### src/sv/nrg_pkg.sv
package nrg_pkg;

    localparam int FRAC_DIGITS_MAX = 5;

    localparam logic [1:0] KIND_RMC  = 2'd0;
    localparam logic [1:0] KIND_GSV  = 2'd1;
    localparam logic [1:0] KIND_SKIP = 2'd2;

    localparam logic [1:0] HDR_NONE = 2'd0;
    localparam logic [1:0] HDR_RMC  = 2'd1;
    localparam logic [1:0] HDR_GSV  = 2'd2;

    localparam logic [1:0] PH_LEAD = 2'd0;
    localparam logic [1:0] PH_INT  = 2'd1;
    localparam logic [1:0] PH_DONE = 2'd2;
    localparam logic [1:0] PH_FRAC = 2'd3;

    localparam logic CFG_SNR_THR   = 1'b0;
    localparam logic CFG_GOOD_SATS = 1'b1;

    localparam logic [7:0] CH_LF    = 8'h0A;
    localparam logic [7:0] CH_COMMA = 8'h2C;
    localparam logic [7:0] CH_STAR  = 8'h2A;
    localparam logic [7:0] CH_DOT   = 8'h2E;
    localparam logic [7:0] CH_PLUS  = 8'h2B;
    localparam logic [7:0] CH_MINUS = 8'h2D;
    localparam logic [7:0] CH_SPACE = 8'h20;
    localparam logic [7:0] CH_S     = 8'h53;
    localparam logic [7:0] CH_W     = 8'h57;

    localparam logic [6:0]  SNR_CAP     = 7'd127;
    localparam int          DEG_CAP     = 99999;     // 9999999 / 100
    localparam int          MIN_SCALE   = 100000;
    localparam int          DEG_SCALE   = 1000000;
    localparam int          DIV6_M      = 22369621;  // floor(2^27 / 6)
    localparam int          DIV6_SHIFT  = 27;
    localparam logic [28:0] LAT_LIMIT   = 29'd90000000;
    localparam logic [28:0] LON_LIMIT   = 29'd180000000;

    typedef struct packed {
        logic [16:0] d;    // whole degrees
        logic [6:0]  r;    // whole minutes
        logic [16:0] f;    // minute fraction digits
        logic [2:0]  k;    // number of fraction digits
        logic        neg;
        logic [23:0] pr;
        logic [16:0] pf;
        logic [23:0] x;
        logic [36:0] dm;
        logic [20:0] q;
        logic [28:0] mag;
    } t_coord;

    typedef struct packed {
        logic [1:0]  kind;
        logic        sat_ok;
        logic [47:0] td;
        logic [6:0]  hours;
        logic [6:0]  minutes;
        logic [6:0]  seconds;
        logic [6:0]  day;
        logic [6:0]  month;
        logic [6:0]  year;
        t_coord      lat;
        t_coord      lon;
    } t_res;

    function automatic logic [7:0] hdr_char(input logic gsv, input logic [2:0] pos);
        logic [7:0] ch;
        case (pos)
            3'd0:    ch = 8'h24;
            3'd1:    ch = 8'h47;
            3'd2:    ch = 8'h50;
            3'd3:    ch = gsv ? 8'h47 : 8'h52;
            3'd4:    ch = gsv ? 8'h53 : 8'h4D;
            3'd5:    ch = gsv ? 8'h56 : 8'h43;
            default: ch = 8'h00;
        endcase
        return ch;
    endfunction

    function automatic logic [16:0] pow10(input logic [2:0] n);
        logic [16:0] p;
        case (n)
            3'd0:    p = 17'd1;
            3'd1:    p = 17'd10;
            3'd2:    p = 17'd100;
            3'd3:    p = 17'd1000;
            3'd4:    p = 17'd10000;
            3'd5:    p = 17'd100000;
            default: p = 17'd1;
        endcase
        return p;
    endfunction

    // appends one integer digit to degrees/minutes kept apart; /100 via *41>>12
    function automatic logic [23:0] coord_digit(input logic [16:0] d, input logic [6:0] r,
                                                input logic [3:0] dv);
        logic [9:0]  t;
        logic [15:0] prod;
        logic [3:0]  hi;
        logic [6:0]  lo;
        logic [20:0] nd;
        t    = 10'(r) * 10'd10 + 10'(dv);
        prod = 16'(t) * 16'd41;
        hi   = 4'(prod >> 12);
        lo   = 7'(t - 10'(hi) * 10'd100);
        nd   = 21'(d) * 21'd10 + 21'(hi);
        if (nd > 21'(DEG_CAP)) begin
            return {17'(DEG_CAP), 7'd99};
        end
        return {nd[16:0], lo};
    endfunction

    function automatic logic [6:0] pair_val(input logic [3:0] a, input logic [3:0] b,
                                           input logic [6:0] lo, input logic [6:0] hi);
        logic [6:0] v;
        v = 7'(a) * 7'd10 + 7'(b);
        if (v < lo) begin
            return lo;
        end
        if (v > hi) begin
            return hi;
        end
        return v;
    endfunction

    function automatic t_coord coord_s1(input t_coord c);
        t_coord o;
        o    = c;
        o.pr = 24'(c.r) * 24'(MIN_SCALE);
        o.pf = 17'(34'(c.f) * 34'(pow10(3'(FRAC_DIGITS_MAX) - c.k)));
        return o;
    endfunction

    // minutes in 1e-5 units plus 3: q = floor(x / 6) rounds to micro-degrees
    function automatic t_coord coord_s2(input t_coord c);
        t_coord o;
        o    = c;
        o.x  = c.pr + 24'(c.pf) + 24'd3;
        o.dm = 37'(c.d) * 37'(DEG_SCALE);
        return o;
    endfunction

    function automatic t_coord coord_s3(input t_coord c);
        t_coord      o;
        logic [48:0] prod;
        o    = c;
        prod = 49'(c.x) * 49'(DIV6_M);
        o.q  = 21'(prod >> DIV6_SHIFT);
        return o;
    endfunction

    function automatic t_coord coord_s4(input t_coord c);
        t_coord      o;
        logic [24:0] rem;
        o   = c;
        rem = 25'(c.x) - 25'(c.q) * 25'd6;
        if (rem >= 25'd6) begin
            o.q = c.q + 21'd1;
        end
        return o;
    endfunction

    function automatic t_coord coord_s5(input t_coord c, input logic [28:0] lim);
        t_coord      o;
        logic [36:0] val;
        o     = c;
        val   = c.dm + 37'(c.q);
        o.mag = (val > 37'(lim)) ? lim : val[28:0];
        return o;
    endfunction

endpackage

### src/sv/nmea_rmc_gsv_parser.sv
// Channel   Valid        Stall        Payload
// input     i_in_valid   o_in_stall   i_text_byte
// output    o_out_valid  i_out_stall  o_line_kind, o_hours ... o_satellites_ok
//
// One byte per cycle is taken while the pipe is not stalled. A byte goes to an
// input register, the next cycle updates the field state, and a line end runs
// six more register stages (minute split products, divide by six, saturation,
// sign) to the output register. Reset is synchronous, active low, and gives the
// default registers. A stalled result freezes the whole pipe, so the input
// stalls only while a result waits in the output register.
module nmea_rmc_gsv_parser (
    input  logic        i_clk,
    input  logic        i_rst_n,
    input  logic        i_cfg_we,
    input  logic        i_cfg_addr,
    input  logic [6:0]  i_cfg_data,
    input  logic        i_in_valid,
    output logic        o_in_stall,
    input  logic [7:0]  i_text_byte,
    output logic        o_out_valid,
    input  logic        i_out_stall,
    output logic [1:0]  o_line_kind,
    output logic [4:0]  o_hours,
    output logic [5:0]  o_minutes,
    output logic [5:0]  o_seconds,
    output logic [4:0]  o_day_of_month,
    output logic [3:0]  o_month,
    output logic [6:0]  o_year_two_digit,
    output logic signed [27:0] o_latitude_udeg,
    output logic signed [28:0] o_longitude_udeg,
    output logic        o_satellites_ok
);

    logic en;

    logic [6:0] r_thr;
    logic [3:0] r_need;

    logic       r_in_v;
    logic [7:0] r_in_byte;

    logic [4:0]  r_fidx, n_fidx;
    logic [1:0]  r_hdr, n_hdr;
    logic        r_past, n_past;
    logic [2:0]  r_pos, n_pos;
    logic [1:0]  r_phase, n_phase;
    logic        r_neg, n_neg;
    logic        r_may_rmc, n_may_rmc;
    logic        r_may_gsv, n_may_gsv;
    logic        r_dot, n_dot;
    logic [3:0]  r_td [0:11];
    logic [3:0]  n_td [0:11];
    logic [1:0]  r_hemi, n_hemi;
    logic [3:0]  r_left, n_left;
    logic [6:0]  r_sats, n_sats;
    logic [3:0]  r_good, n_good;
    logic [6:0]  r_snr, n_snr;
    logic [6:0]  r_total, n_total;
    logic [2:0]  r_fcnt, n_fcnt;
    logic [16:0] r_lat_d, n_lat_d, r_lon_d, n_lon_d;
    logic [6:0]  r_lat_r, n_lat_r, r_lon_r, n_lon_r;
    logic [16:0] r_lat_f, n_lat_f, r_lon_f, n_lon_f;
    logic [2:0]  r_lat_k, n_lat_k, r_lon_k, n_lon_k;

    logic        n_e0_v;
    nrg_pkg::t_res n_e0;

    logic [5:0]    r_pv;
    nrg_pkg::t_res r_pipe [0:5];
    nrg_pkg::t_res n_pipe [1:5];

    logic [7:0]  c;
    logic        cont, gsvl, dig, fe, by_comma, nl, act;
    logic        coord, skip, took_sign, num_int, num_frac, snr_good;
    logic [1:0]  ph;
    logic [3:0]  dv;
    logic [6:0]  v;
    logic [6:0]  tot;
    logic [10:0] snr_t;
    logic [23:0] cd;

    assign en         = !(o_out_valid && i_out_stall);
    assign o_in_stall = !en;

    always_ff @(posedge i_clk) begin
        if (!i_rst_n) begin
            r_thr  <= 7'd30;
            r_need <= 4'd3;
        end else if (i_cfg_we) begin
            case (i_cfg_addr)
                nrg_pkg::CFG_SNR_THR:   r_thr  <= i_cfg_data;
                nrg_pkg::CFG_GOOD_SATS: r_need <= i_cfg_data[3:0];
                default: ;
            endcase
        end
    end

    always_ff @(posedge i_clk) begin
        if (!i_rst_n) begin
            r_in_v <= 1'b0;
        end else if (en) begin
            r_in_v <= i_in_valid;
        end
        if (en) begin
            r_in_byte <= i_text_byte;
        end
    end

    always_comb begin
        n_fidx = r_fidx;  n_hdr = r_hdr;  n_past = r_past;  n_pos = r_pos;
        n_phase = r_phase;  n_neg = r_neg;  n_may_rmc = r_may_rmc;  n_may_gsv = r_may_gsv;
        n_dot = r_dot;  n_td = r_td;  n_hemi = r_hemi;  n_left = r_left;  n_sats = r_sats;
        n_good = r_good;  n_snr = r_snr;  n_total = r_total;  n_fcnt = r_fcnt;
        n_lat_d = r_lat_d;  n_lat_r = r_lat_r;  n_lat_f = r_lat_f;  n_lat_k = r_lat_k;
        n_lon_d = r_lon_d;  n_lon_r = r_lon_r;  n_lon_f = r_lon_f;  n_lon_k = r_lon_k;
        n_e0_v = 1'b0;
        n_e0   = '0;

        c        = r_in_byte;
        dv       = c[3:0];
        dig      = (c >= 8'h30) && (c <= 8'h39);
        cont     = (r_left != 4'd0);
        gsvl     = cont || (r_hdr == nrg_pkg::HDR_GSV);
        fe       = 1'b0;
        by_comma = 1'b0;
        nl       = 1'b0;
        act      = 1'b0;
        v        = r_neg ? 7'd0 : r_snr;
        snr_good = (r_neg ? (r_snr == 7'd0) : 1'b1) && (r_snr >= r_thr);
        tot      = 7'd0;
        cd       = '0;
        snr_t    = '0;

        if (r_in_v) begin
            if (c == nrg_pkg::CH_LF) begin
                nl = 1'b1;
                fe = !r_past;
            end else if (!r_past) begin
                if (c == nrg_pkg::CH_STAR && gsvl) begin
                    fe       = 1'b1;
                    by_comma = 1'b1;
                    n_past   = 1'b1;
                end else if (c == nrg_pkg::CH_COMMA) begin
                    fe       = 1'b1;
                    by_comma = 1'b1;
                end else begin
                    act = 1'b1;
                end
            end
        end

        // field end
        if (fe) begin
            if (r_fidx == 5'd0 && !cont) begin
                n_hdr = nrg_pkg::HDR_NONE;
                if (by_comma && r_pos == 3'd6) begin
                    n_hdr = r_may_rmc ? nrg_pkg::HDR_RMC :
                            (r_may_gsv ? nrg_pkg::HDR_GSV : nrg_pkg::HDR_NONE);
                end
                if (n_hdr == nrg_pkg::HDR_GSV) begin
                    n_good  = 4'd0;
                    n_sats  = 7'd0;
                    n_total = 7'd1;
                end
            end else if (r_hdr == nrg_pkg::HDR_RMC && !cont) begin
                if (r_fidx == 5'd3) begin
                    n_lat_k = r_fcnt;
                    if (r_neg) begin
                        n_hemi[0] = !r_hemi[0];
                    end
                end else if (r_fidx == 5'd5) begin
                    n_lon_k = r_fcnt;
                    if (r_neg) begin
                        n_hemi[1] = !r_hemi[1];
                    end
                end
            end else if (gsvl) begin
                if (!cont && r_fidx == 5'd1) begin
                    n_total = v;
                end else if (!cont && r_fidx == 5'd3) begin
                    n_sats = v;
                end else if (r_fidx >= 5'd7 && r_fidx <= 5'd19 && r_fidx[1:0] == 2'b11
                             && r_sats != 7'd0) begin
                    n_sats = r_sats - 7'd1;
                    if (r_pos != 3'd0 && snr_good && r_good != 4'd15) begin
                        n_good = r_good + 4'd1;
                    end
                end
            end
            if (r_fidx != 5'd31) begin
                n_fidx = r_fidx + 5'd1;
            end
            n_pos   = 3'd0;
            n_phase = nrg_pkg::PH_LEAD;
            n_neg   = 1'b0;
            n_snr   = 7'd0;
            n_fcnt  = 3'd0;
            n_dot   = 1'b0;
        end

        // line end: result and fresh line
        if (nl) begin
            for (int j = 0; j < 12; j++) begin
                n_e0.td[4*j +: 4] = r_td[j];
            end
            n_e0.sat_ok = (n_good >= r_need);
            if (cont) begin
                n_left = r_left - 4'd1;
                if (r_left == 4'd1) begin
                    n_e0_v    = 1'b1;
                    n_e0.kind = nrg_pkg::KIND_GSV;
                end
            end else if (n_hdr == nrg_pkg::HDR_RMC) begin
                n_e0_v       = 1'b1;
                n_e0.kind    = nrg_pkg::KIND_RMC;
                n_e0.lat.d   = r_lat_d;
                n_e0.lat.r   = r_lat_r;
                n_e0.lat.f   = r_lat_f;
                n_e0.lat.k   = n_lat_k;
                n_e0.lat.neg = n_hemi[0];
                n_e0.lon.d   = r_lon_d;
                n_e0.lon.r   = r_lon_r;
                n_e0.lon.f   = r_lon_f;
                n_e0.lon.k   = n_lon_k;
                n_e0.lon.neg = n_hemi[1];
            end else if (n_hdr == nrg_pkg::HDR_GSV) begin
                tot = (n_total == 7'd0) ? 7'd1 : ((n_total > 7'd15) ? 7'd15 : n_total);
                if (tot == 7'd1) begin
                    n_e0_v    = 1'b1;
                    n_e0.kind = nrg_pkg::KIND_GSV;
                end else begin
                    n_left = 4'(tot - 7'd1);
                end
            end else begin
                n_e0_v    = 1'b1;
                n_e0.kind = nrg_pkg::KIND_SKIP;
            end
            n_fidx    = 5'd0;
            n_hdr     = nrg_pkg::HDR_NONE;
            n_past    = 1'b0;
            n_lat_d   = '0;  n_lat_r = '0;  n_lat_f = '0;  n_lat_k = '0;
            n_lon_d   = '0;  n_lon_r = '0;  n_lon_f = '0;  n_lon_k = '0;
            n_hemi    = 2'b00;
            for (int j = 0; j < 12; j++) begin
                n_td[j] = 4'd0;
            end
            n_may_rmc = 1'b1;
            n_may_gsv = 1'b1;
            n_pos     = 3'd0;
            n_phase   = nrg_pkg::PH_LEAD;
            n_neg     = 1'b0;
            n_snr     = 7'd0;
            n_fcnt    = 3'd0;
            n_dot     = 1'b0;
        end

        // number reader phases
        coord     = (r_hdr == nrg_pkg::HDR_RMC) && !cont;
        skip      = 1'b0;
        took_sign = 1'b0;
        num_int   = 1'b0;
        num_frac  = 1'b0;
        ph        = r_phase;
        if (r_phase == nrg_pkg::PH_LEAD) begin
            if (c == nrg_pkg::CH_SPACE || (c >= 8'd9 && c <= 8'd13)) begin
                skip = 1'b1;
            end else begin
                ph = nrg_pkg::PH_INT;
                if (c == nrg_pkg::CH_PLUS || c == nrg_pkg::CH_MINUS) begin
                    took_sign = 1'b1;
                end
            end
        end

        if (act) begin
            if (r_fidx == 5'd0 && !cont) begin
                if (r_pos < 3'd6) begin
                    if (c != nrg_pkg::hdr_char(1'b0, r_pos)) begin
                        n_may_rmc = 1'b0;
                    end
                    if (c != nrg_pkg::hdr_char(1'b1, r_pos)) begin
                        n_may_gsv = 1'b0;
                    end
                end
            end else if (coord) begin
                if (r_fidx == 5'd1) begin
                    if (c == nrg_pkg::CH_DOT) begin
                        n_dot = 1'b1;
                    end else if (!r_dot && r_pos < 3'd6 && dig) begin
                        n_td[4'(r_pos)] = dv;
                    end
                end else if (r_fidx == 5'd9) begin
                    if (r_pos < 3'd6 && dig) begin
                        n_td[4'(r_pos) + 4'd6] = dv;
                    end
                end else if (r_fidx == 5'd4) begin
                    if (r_pos == 3'd0 && c == nrg_pkg::CH_S) begin
                        n_hemi[0] = !r_hemi[0];
                    end
                end else if (r_fidx == 5'd6) begin
                    if (r_pos == 3'd0 && c == nrg_pkg::CH_W) begin
                        n_hemi[1] = !r_hemi[1];
                    end
                end
            end
            if ((r_fidx == 5'd3 || r_fidx == 5'd5) && coord || gsvl && !coord
                    && !(r_fidx == 5'd0 && !cont)) begin
                if (!skip) begin
                    n_phase = ph;
                    if (took_sign) begin
                        n_neg = (c == nrg_pkg::CH_MINUS);
                    end else if (ph == nrg_pkg::PH_INT) begin
                        if (dig) begin
                            num_int = 1'b1;
                        end else begin
                            n_phase = (coord && c == nrg_pkg::CH_DOT) ? nrg_pkg::PH_FRAC
                                                                       : nrg_pkg::PH_DONE;
                        end
                    end else if (ph == nrg_pkg::PH_FRAC) begin
                        if (!dig) begin
                            n_phase = nrg_pkg::PH_DONE;
                        end else if (r_fcnt < 3'(nrg_pkg::FRAC_DIGITS_MAX)) begin
                            num_frac = 1'b1;
                            n_fcnt   = r_fcnt + 3'd1;
                        end
                    end
                end
                if (!coord && num_int) begin
                    snr_t = 11'(r_snr) * 11'd10 + 11'(dv);
                    n_snr = (snr_t > 11'(nrg_pkg::SNR_CAP)) ? nrg_pkg::SNR_CAP : snr_t[6:0];
                end
                if (coord && r_fidx == 5'd3) begin
                    if (num_int) begin
                        cd      = nrg_pkg::coord_digit(r_lat_d, r_lat_r, dv);
                        n_lat_d = cd[23:7];
                        n_lat_r = cd[6:0];
                    end
                    if (num_frac) begin
                        n_lat_f = 17'(r_lat_f * 17'd10 + 17'(dv));
                    end
                end
                if (coord && r_fidx == 5'd5) begin
                    if (num_int) begin
                        cd      = nrg_pkg::coord_digit(r_lon_d, r_lon_r, dv);
                        n_lon_d = cd[23:7];
                        n_lon_r = cd[6:0];
                    end
                    if (num_frac) begin
                        n_lon_f = 17'(r_lon_f * 17'd10 + 17'(dv));
                    end
                end
            end
            if (r_pos != 3'd7) begin
                n_pos = r_pos + 3'd1;
            end
        end
    end

    always_ff @(posedge i_clk) begin
        if (!i_rst_n) begin
            r_fidx <= '0;  r_hdr <= nrg_pkg::HDR_NONE;  r_past <= 1'b0;  r_pos <= '0;
            r_phase <= nrg_pkg::PH_LEAD;  r_neg <= 1'b0;  r_may_rmc <= 1'b1;
            r_may_gsv <= 1'b1;  r_dot <= 1'b0;  r_hemi <= '0;  r_left <= '0;  r_sats <= '0;
            r_good <= '0;  r_snr <= '0;  r_total <= '0;  r_fcnt <= '0;
            r_lat_d <= '0;  r_lat_r <= '0;  r_lat_f <= '0;  r_lat_k <= '0;
            r_lon_d <= '0;  r_lon_r <= '0;  r_lon_f <= '0;  r_lon_k <= '0;
            for (int j = 0; j < 12; j++) begin
                r_td[j] <= 4'd0;
            end
        end else if (en) begin
            r_fidx <= n_fidx;  r_hdr <= n_hdr;  r_past <= n_past;  r_pos <= n_pos;
            r_phase <= n_phase;  r_neg <= n_neg;  r_may_rmc <= n_may_rmc;
            r_may_gsv <= n_may_gsv;  r_dot <= n_dot;  r_hemi <= n_hemi;  r_left <= n_left;
            r_sats <= n_sats;  r_good <= n_good;  r_snr <= n_snr;  r_total <= n_total;
            r_fcnt <= n_fcnt;
            r_lat_d <= n_lat_d;  r_lat_r <= n_lat_r;  r_lat_f <= n_lat_f;  r_lat_k <= n_lat_k;
            r_lon_d <= n_lon_d;  r_lon_r <= n_lon_r;  r_lon_f <= n_lon_f;  r_lon_k <= n_lon_k;
            r_td <= n_td;
        end
    end

    // result pipe
    always_comb begin
        n_pipe[1]         = r_pipe[0];
        n_pipe[1].hours   = nrg_pkg::pair_val(r_pipe[0].td[3:0], r_pipe[0].td[7:4],
                                              7'd0, 7'd23);
        n_pipe[1].minutes = nrg_pkg::pair_val(r_pipe[0].td[11:8], r_pipe[0].td[15:12],
                                              7'd0, 7'd59);
        n_pipe[1].seconds = nrg_pkg::pair_val(r_pipe[0].td[19:16], r_pipe[0].td[23:20],
                                              7'd0, 7'd60);
        n_pipe[1].day     = nrg_pkg::pair_val(r_pipe[0].td[27:24], r_pipe[0].td[31:28],
                                              7'd1, 7'd31);
        n_pipe[1].month   = nrg_pkg::pair_val(r_pipe[0].td[35:32], r_pipe[0].td[39:36],
                                              7'd1, 7'd12);
        n_pipe[1].year    = nrg_pkg::pair_val(r_pipe[0].td[43:40], r_pipe[0].td[47:44],
                                              7'd0, 7'd99);
        n_pipe[1].lat     = nrg_pkg::coord_s1(r_pipe[0].lat);
        n_pipe[1].lon     = nrg_pkg::coord_s1(r_pipe[0].lon);

        n_pipe[2]     = r_pipe[1];
        n_pipe[2].lat = nrg_pkg::coord_s2(r_pipe[1].lat);
        n_pipe[2].lon = nrg_pkg::coord_s2(r_pipe[1].lon);

        n_pipe[3]     = r_pipe[2];
        n_pipe[3].lat = nrg_pkg::coord_s3(r_pipe[2].lat);
        n_pipe[3].lon = nrg_pkg::coord_s3(r_pipe[2].lon);

        n_pipe[4]     = r_pipe[3];
        n_pipe[4].lat = nrg_pkg::coord_s4(r_pipe[3].lat);
        n_pipe[4].lon = nrg_pkg::coord_s4(r_pipe[3].lon);

        n_pipe[5]     = r_pipe[4];
        n_pipe[5].lat = nrg_pkg::coord_s5(r_pipe[4].lat, nrg_pkg::LAT_LIMIT);
        n_pipe[5].lon = nrg_pkg::coord_s5(r_pipe[4].lon, nrg_pkg::LON_LIMIT);
    end

    always_ff @(posedge i_clk) begin
        if (!i_rst_n) begin
            r_pv        <= '0;
            o_out_valid <= 1'b0;
        end else if (en) begin
            r_pv        <= {r_pv[4:0], n_e0_v};
            o_out_valid <= r_pv[5];
        end
        if (en) begin
            r_pipe[0] <= n_e0;
            for (int j = 1; j < 6; j++) begin
                r_pipe[j] <= n_pipe[j];
            end
            o_line_kind      <= r_pipe[5].kind;
            o_satellites_ok  <= (r_pipe[5].kind == nrg_pkg::KIND_GSV) && r_pipe[5].sat_ok;
            o_hours          <= '0;
            o_minutes        <= '0;
            o_seconds        <= '0;
            o_day_of_month   <= '0;
            o_month          <= '0;
            o_year_two_digit <= '0;
            o_latitude_udeg  <= '0;
            o_longitude_udeg <= '0;
            if (r_pipe[5].kind == nrg_pkg::KIND_RMC) begin
                o_hours          <= r_pipe[5].hours[4:0];
                o_minutes        <= r_pipe[5].minutes[5:0];
                o_seconds        <= r_pipe[5].seconds[5:0];
                o_day_of_month   <= r_pipe[5].day[4:0];
                o_month          <= r_pipe[5].month[3:0];
                o_year_two_digit <= r_pipe[5].year;
                o_latitude_udeg  <= r_pipe[5].lat.neg ? 28'(29'd0 - r_pipe[5].lat.mag)
                                                      : r_pipe[5].lat.mag[27:0];
                o_longitude_udeg <= r_pipe[5].lon.neg ? (29'd0 - r_pipe[5].lon.mag)
                                                      : r_pipe[5].lon.mag;
            end
        end
    end

`ifndef SYNTHESIS
    a_cont_no_header: assert property (@(posedge i_clk) disable iff (!i_rst_n)
        (r_left != 4'd0) |-> (r_hdr == nrg_pkg::HDR_NONE))
        else $error("header recognised inside a GSV group");

    a_minutes_split: assert property (@(posedge i_clk) disable iff (!i_rst_n)
        (r_lat_r < 7'd100) && (r_lon_r < 7'd100) && (r_lat_d <= 17'(nrg_pkg::DEG_CAP)))
        else $error("degree/minute split out of range");

    a_lat_sat: assert property (@(posedge i_clk) disable iff (!i_rst_n)
        r_pv[5] && (r_pipe[5].kind == nrg_pkg::KIND_RMC)
        |-> (r_pipe[5].lat.mag <= nrg_pkg::LAT_LIMIT))
        else $error("latitude not saturated");

    a_pipe_hold: assert property (@(posedge i_clk) disable iff (!i_rst_n)
        !en |=> $stable(r_pv))
        else $error("result pipe moved while stalled");
`endif

endmodule

### config.mk
export PLATFORM = sky130hd
export DESIGN_NAME = nmea_rmc_gsv_parser
export DESIGN_NICKNAME = d
export VERILOG_FILES = /design/src/sv/nrg_pkg.sv /design/src/sv/nmea_rmc_gsv_parser.sv
export SDC_FILE = /design/constraint.sdc
export NUM_CORES = 2
export LEC_CHECK = 0
export BUFFER_PORTS_ARGS = -buffer_cell sky130_fd_sc_hd__buf_2
export CORE_UTILIZATION = 36
export CTS_CLUSTER_DIAMETER = 50
export CTS_CLUSTER_SIZE = 10
export DETAILED_ROUTE_END_ITERATION = 8
export PLACE_DENSITY_LB_ADDON = 0.25
export SYNTH_ARGS = -nofsm -noshare
export SYNTH_HDL_FRONTEND = slang
export SYNTH_SLANG_ARGS = --single-unit
### constraint.sdc
create_clock -name i_clk -period 62.2 [get_ports i_clk]
set_input_delay 3.11 -clock i_clk [delete_from_list [all_inputs] [get_ports i_clk]]
set_output_delay 3.11 -clock i_clk [all_outputs]
set_load 0.02 [all_outputs]
### Word-level counts from Yosys, hierarchy flattened

Memories as Yosys holds them, arrays and structs flattened.
Cells that the tools add are included.

* word-level logic and storage cells: 573
* output and inout port bits: 95
* bits of input ports: 21
* flip-flop bits (word level): 307
* memory bits (writable): 2922
* memories: 1

* multiplexer cells: 301
* reduce and logical (&&, ||, !) cells: 64
* magnitude comparators: 34
* equal/unequal tests: 53
* $mul: 27
* bitwise logic cells: 4
* add/subtract/negate cells: 37

Memories
* r_pipe: words 6, bits a word 487, read ports 6, clocked after memory_dff 0, write ports 6, RTL line nmea_rmc_gsv_parser.sv:69 `nrg_pkg::t_res r_pipe [0:5];`

Operator list (number)
* two-way mux 48 bit: 9
* two-way mux 7 bit: 56
* two-way mux 17 bit: 20
* two-way mux 45 bit: 6
* case mux 17 bit (5 select lines): 2
* two-way mux 1 bit: 110
* bitwise mux 48 bit: 2
* multiplier 24 x 25 -> 48 bit (second input constant): 2
* two-way mux 24 bit: 4
* two-way mux 29 bit: 3
* two-way mux 3 bit: 25
* adder 37 x 21 -> 37 bit: 2
* two-way mux 2 bit: 32
* multiplier 17 x 14 -> 31 bit (second input constant): 2
* two-way mux 4 bit: 15
* two-way mux 51 bit: 1
* >= comparator 25 x 3 -> 1 bit (second input constant): 2
* subtractor 24 x 24 -> 25 bit: 2
* adder 24 x 17 -> 24 bit: 2
* adder 24 x 2 -> 24 bit (second input constant): 2
* equality test 8 x 6 -> 1 bit (second input constant): 6
* two-way mux 8 bit: 6
* multiplier 21 x 2 -> 23 bit (second input constant): 2
* adder 21 x 1 -> 21 bit (second input constant): 2
* 88 further kinds: 205

### Depth between registers and ports, before layout

* depth in word-level cells: 24
* mapped depth: 30
* depth with buffers taken out: 29

### Worst setup path after synthesis

OpenSTA, ideal clock, no wires.

* path type: input to register
* from: input port i_out_stall
* to: register r_good[0]
* path buffers: 2
* data required time: 60883 ps
* library setup time: 1317 ps
* stages: 4
* slack: 30965 ps
* arrival: 29919 ps
* cell sequence: nand2_1 > clkbuf_1 > clkbuf_1 > a211oi_1

* word-level cells in the longest chain between the ends: 1

RTL lines
* start: declaration: RTL line nmea_rmc_gsv_parser.sv:21 `input logic i_out_stall,`
* logical AND 1 bit: RTL line nmea_rmc_gsv_parser.sv:82 `assign en = !(o_out_valid && i_out_stall);`
* end signal: assignment: RTL line nmea_rmc_gsv_parser.sv:374 `r_sats <= n_sats; r_good <= n_good; r_snr <= n_snr; r_total <= n_total;`
* end: declaration: RTL line nmea_rmc_gsv_parser.sv:56 `logic [3:0] r_good, n_good;`

Every way passes these cells.
A chain may end at the register's enable or synchronous reset.

### Final worst setup path

* from: register r_in_byte[2] (netlist: c[2])
* to: register r_lat_r[4]

* word-level cells in the longest chain between the ends: 15
* elaborated cells on any way between the ends: 53
* those cells by class: 3 x add/sub; 2 x mul; 5 x order compare; 7 x eq/ne; 31 x mux; 5 x reduce/logical

RTL lines
* start: declaration: RTL line nmea_rmc_gsv_parser.sv:40 `logic [7:0] r_in_byte;`
* start signal: assignment: RTL line nmea_rmc_gsv_parser.sv:105 `r_in_byte <= i_text_byte;`
* parallel branches: the longest is 14 deep, another holds adder 21 x 4 -> 21 bit
* two-way mux 7 bit (*): RTL line nmea_rmc_gsv_parser.sv:275 `if (act) begin`
* end signal: assignment: RTL line nmea_rmc_gsv_parser.sv:376 `r_lat_d <= n_lat_d; r_lat_r <= n_lat_r; r_lat_f <= n_lat_f; r_lat_k <= n_lat_k;`
* end: declaration: RTL line nmea_rmc_gsv_parser.sv:61 `logic [6:0] r_lat_r, n_lat_r, r_lon_r, n_lon_r;`

Every way passes the cells marked *. The select of a mux whose other input is x is not followed.

==> flow_summary_export.csv <==
group,metric,value,unit
yosys,synthTopCellsByArea,"edfxtp_1 (32%), ha_1 (17%), fa_1 (14%)",
critical_path,crit_path_start_kind,"register",
critical_path,critPathMaxFanout,29,
cts,worstSkewPairLatency,0.85,ns
place,place_congestion,0.876,
power_and_ir_drop,total_power,0.00179,W
yosys,yosysTopAreaCell,"edfxtp_1",
yosys,synth-adder-area-share,30.3,%
grt,overflow,0,
floorplanning,core_area,0.248,mm2
yosys,synthMuxAreaShare,0.300,%
cts,htreeDepth,4,
sta,slew_headroom,22.4,%
place,dp_hpwl,149000,um
power_and_ir_drop,leakage,48.9,nW
critical_path,end_kind,"register",
yosys,synth_edf_count,959,
cts,postCtsSetupBuffers,0,
yosys,synth.distinct_cells,111,
cts,cts.clk_slew.worst_paths,0.06,ns
route,highest_layer,"met5",
floorplanning,fp.dieH,502,um
floorplanning,num_rows,183,
grt,antenna_found_initial,3,
grt,grt_pass1_vias,60700,
place,place_area,0.0944,mm2
critical_path,crit_start,"c[2]",
floorplanning,initial_utilization,36.2,%
sta,whs,0.404,ns
yosys,ys.flop_type,"edfxtp_1",
grt,grt_use_total,15.3,%
sta,finalHoldViolCount,0,
route,dr_wl_met2,89300,um
cts,cts.sinks,1165,
route,avgRoutedWirePerCell,16.1,um
status,status,"complete, no violations",
route,first_iter_violations,3032,
route,vias,59100,
yosys,yosys_warnings,0,
sta,min_period,8.15,ns
critical_path,crit_path_max_incr_delay,0.60,ns
power_and_ir_drop,vdd_drop_max,0.0254,mV
yosys,ys_seq_area_share,36.6,%
yosys,synthCells,8284,
power_and_ir_drop,power_density,17.9,mW/mm2
sta,worst_pin_slew,1.16,ns
yosys,synthTopCellsByCount,"ha_1 (1201), edfxtp_1 (959), inv_1 (953)",
floorplanning,boundaryPins,116,
yosys,synthArstFlopShare,0,%
route,dr.pass1.iters,5,
route,wl_met1,90100,um
critical_path,critPathKind,"reg -> reg",
yosys,synth_area,0.0900,mm2
yosys,synth_top_family_by_area,"adder cells",
route,vias_per_cell,4.96,
yosys,synthSimpleGateAreaFrac,12.0,%
cts,root_buffer,"clkbuf_16",
route,antenna_left,0,
sta,finalSetupViolations,0,
critical_path,crit_path_frequent_cell,"ha_1",
yosys,synth_compound_area_share,10.3,%
place,port_buffers,115,
sta,fin_skew,0.0789,ns
cts,cts-resized-gates,0,
floorplanning,fp.dieW,502,um
grt,grt_pass1_wl,313000,um
route,wirelength,191000,um
critical_path,ff2ff_setup_slack,54.05,ns
cells_and_area,nets,10300,
cts,numCtsBuffers,169,
critical_path,reg2reg_from,"c[2]",
yosys,yosysTopAreaCellShare,32.0,%
yosys,synth_most_common_cell,"ha_1",
sta,slew_violations,0,
yosys,avgSynthCellArea,10.9,um2
route,met3_length,6900,um
cells_and_area,area_growth,11.1,%
min_path,worstHoldStart,"r_pipe[2][270]",
sta,finalCritPeriodShare,13.1,%
route,drc,0,
sta,fin_setup_tns,0,ns
grt,grt_max_degree,90,
critical_path,cp_data_required_time,62.86,ns
critical_path,crit_slowest_cell,"fa_1",
cts,cts-hold-fix-buffers,0,
cells_and_area,fin_area,0.100,mm2
yosys,synth.ff_latch_count,1165,
cts,cts_buffer_depth,3,
min_path,hp-class,"reg -> reg",
cts,tritoncts,"built",
job,maxCapViolCount,0,
sta,rsz0062_at_grt,"no",
yosys,synthXorXnorAreaFrac,5.76,%
critical_path,arrival,8.81,ns
sta,fmax,123,MHz
cells_and_area,drive_gt1_share,6.20,%
floorplanning,dieArea,0.252,mm2
kinds of logic after synthesis:
logic type / after synthesis
simple gates: 2150
fa+ha+maj: 1813
compound gates: 1406
flops: 1165
buf+inv: 1136
xor+xnor: 587
mux: 26
other cells: 1
report_power, final:
| part | leakage [nW] | switching (W) | total [W] | internal [W] |
|---|---|---|---|---|
| sequential | 13.4 | 0.00000150 | 0.000837 | 0.000835 |
| combinational | 32.9 | 0.0000161 | 0.0000238 | 0.00000767 |
| clock | 2.66 | 0.000368 | 0.000925 | 0.000557 |
| total | 48.9 | 0.000385 | 0.00179 | 0.00140 |
cell usage in the layout (no fill, tap or decap), types with 35 or more instances in the layout:
cell type,count
o21ai_0,249
nand2_1,559
nand4_1,40
xor2_1,212
nand3_1,141
buf_2,115
o31ai_1,50
dfxtp_1,206
clkbuf_16,175
fa_1,608
edfxtp_1,959
inv_1,953
nand2b_1,84
a21oi_1,417
ha_1,1201
buf_4,48
clkbuf_1,40
or3_1,41
and3_1,96
o21a_1,65
a31oi_1,46
a21o_1,127
a211oi_1,44
nor3_1,142
xnor2_1,371
and2_1,270
nor2b_1,96
o21bai_1,45
nor2_1,477
nor4_1,35
a22oi_1,53
flip-flops by register name, indices dropped and copies added (netlist names), 8 cells and up:
register / count
r_td: 48
r_pipe: 858
r_lat_d: 17
r_lat_f: 17
o_longitude_udeg: 29
o_latitude_udeg: 28
r_lon_d: 17
r_lon_f: 17
c: 8
metrics by stage:
step	std cells	utilization [%]	worst slack (ns)
after floorplan	8285	-	30.96
after global placement	11600	38.0	53.88
after detailed placement	11600	38.0	53.74
after CTS	11900	40.2	53.98
after global routing	11900	40.2	53.53
final	11900	40.3	54.05
cell type report:
| type | instances | area (um2) |
|---|---|---|
| diodes | 4 | 10.0 |
| clock buffers | 219 | 4580 |
| clock inverters | 81 | 1010 |
| fillers | 23800 | 148000 |
| inverters | 956 | 3590 |
| multi-input cells | 5984 | 52800 |
| flip-flops and latches | 1165 | 32900 |
| well taps | 3330 | 4170 |
| repair buffers | 163 | 936 |
critical path: cells and delay by family (launching register included):
| family | cells | cell delay (ns) |
|---|---|---|
| fa+ha+maj | 7 | 2.47 |
| flops | 1 | 0.32 |
| compound gates | 9 | 1.87 |
| simple gates | 5 | 1.61 |
| buf+inv | 2 | 0.76 |
| xor+xnor | 3 | 0.92 |
path summary, 6_finish.rpt:
kind,endpoint,depth (start not counted)
worst max-delay path,r_lat_r[4],26
worst min-delay path,r_pipe[3][270],0
worst max register to register,r_lat_r[4],26
worst min register to register,r_pipe[3][270],0
layer usage:
layer | global-route usage [%] | vias up
li1 | - | 29300
met3 | 2.07 | 286
met4 | 4.64 | 4
met1 | 20.4 | 28600
met5 | 0 | -
met2 | 25.5 | 899
No activity file was read; power rests on OpenSTA's default activity.
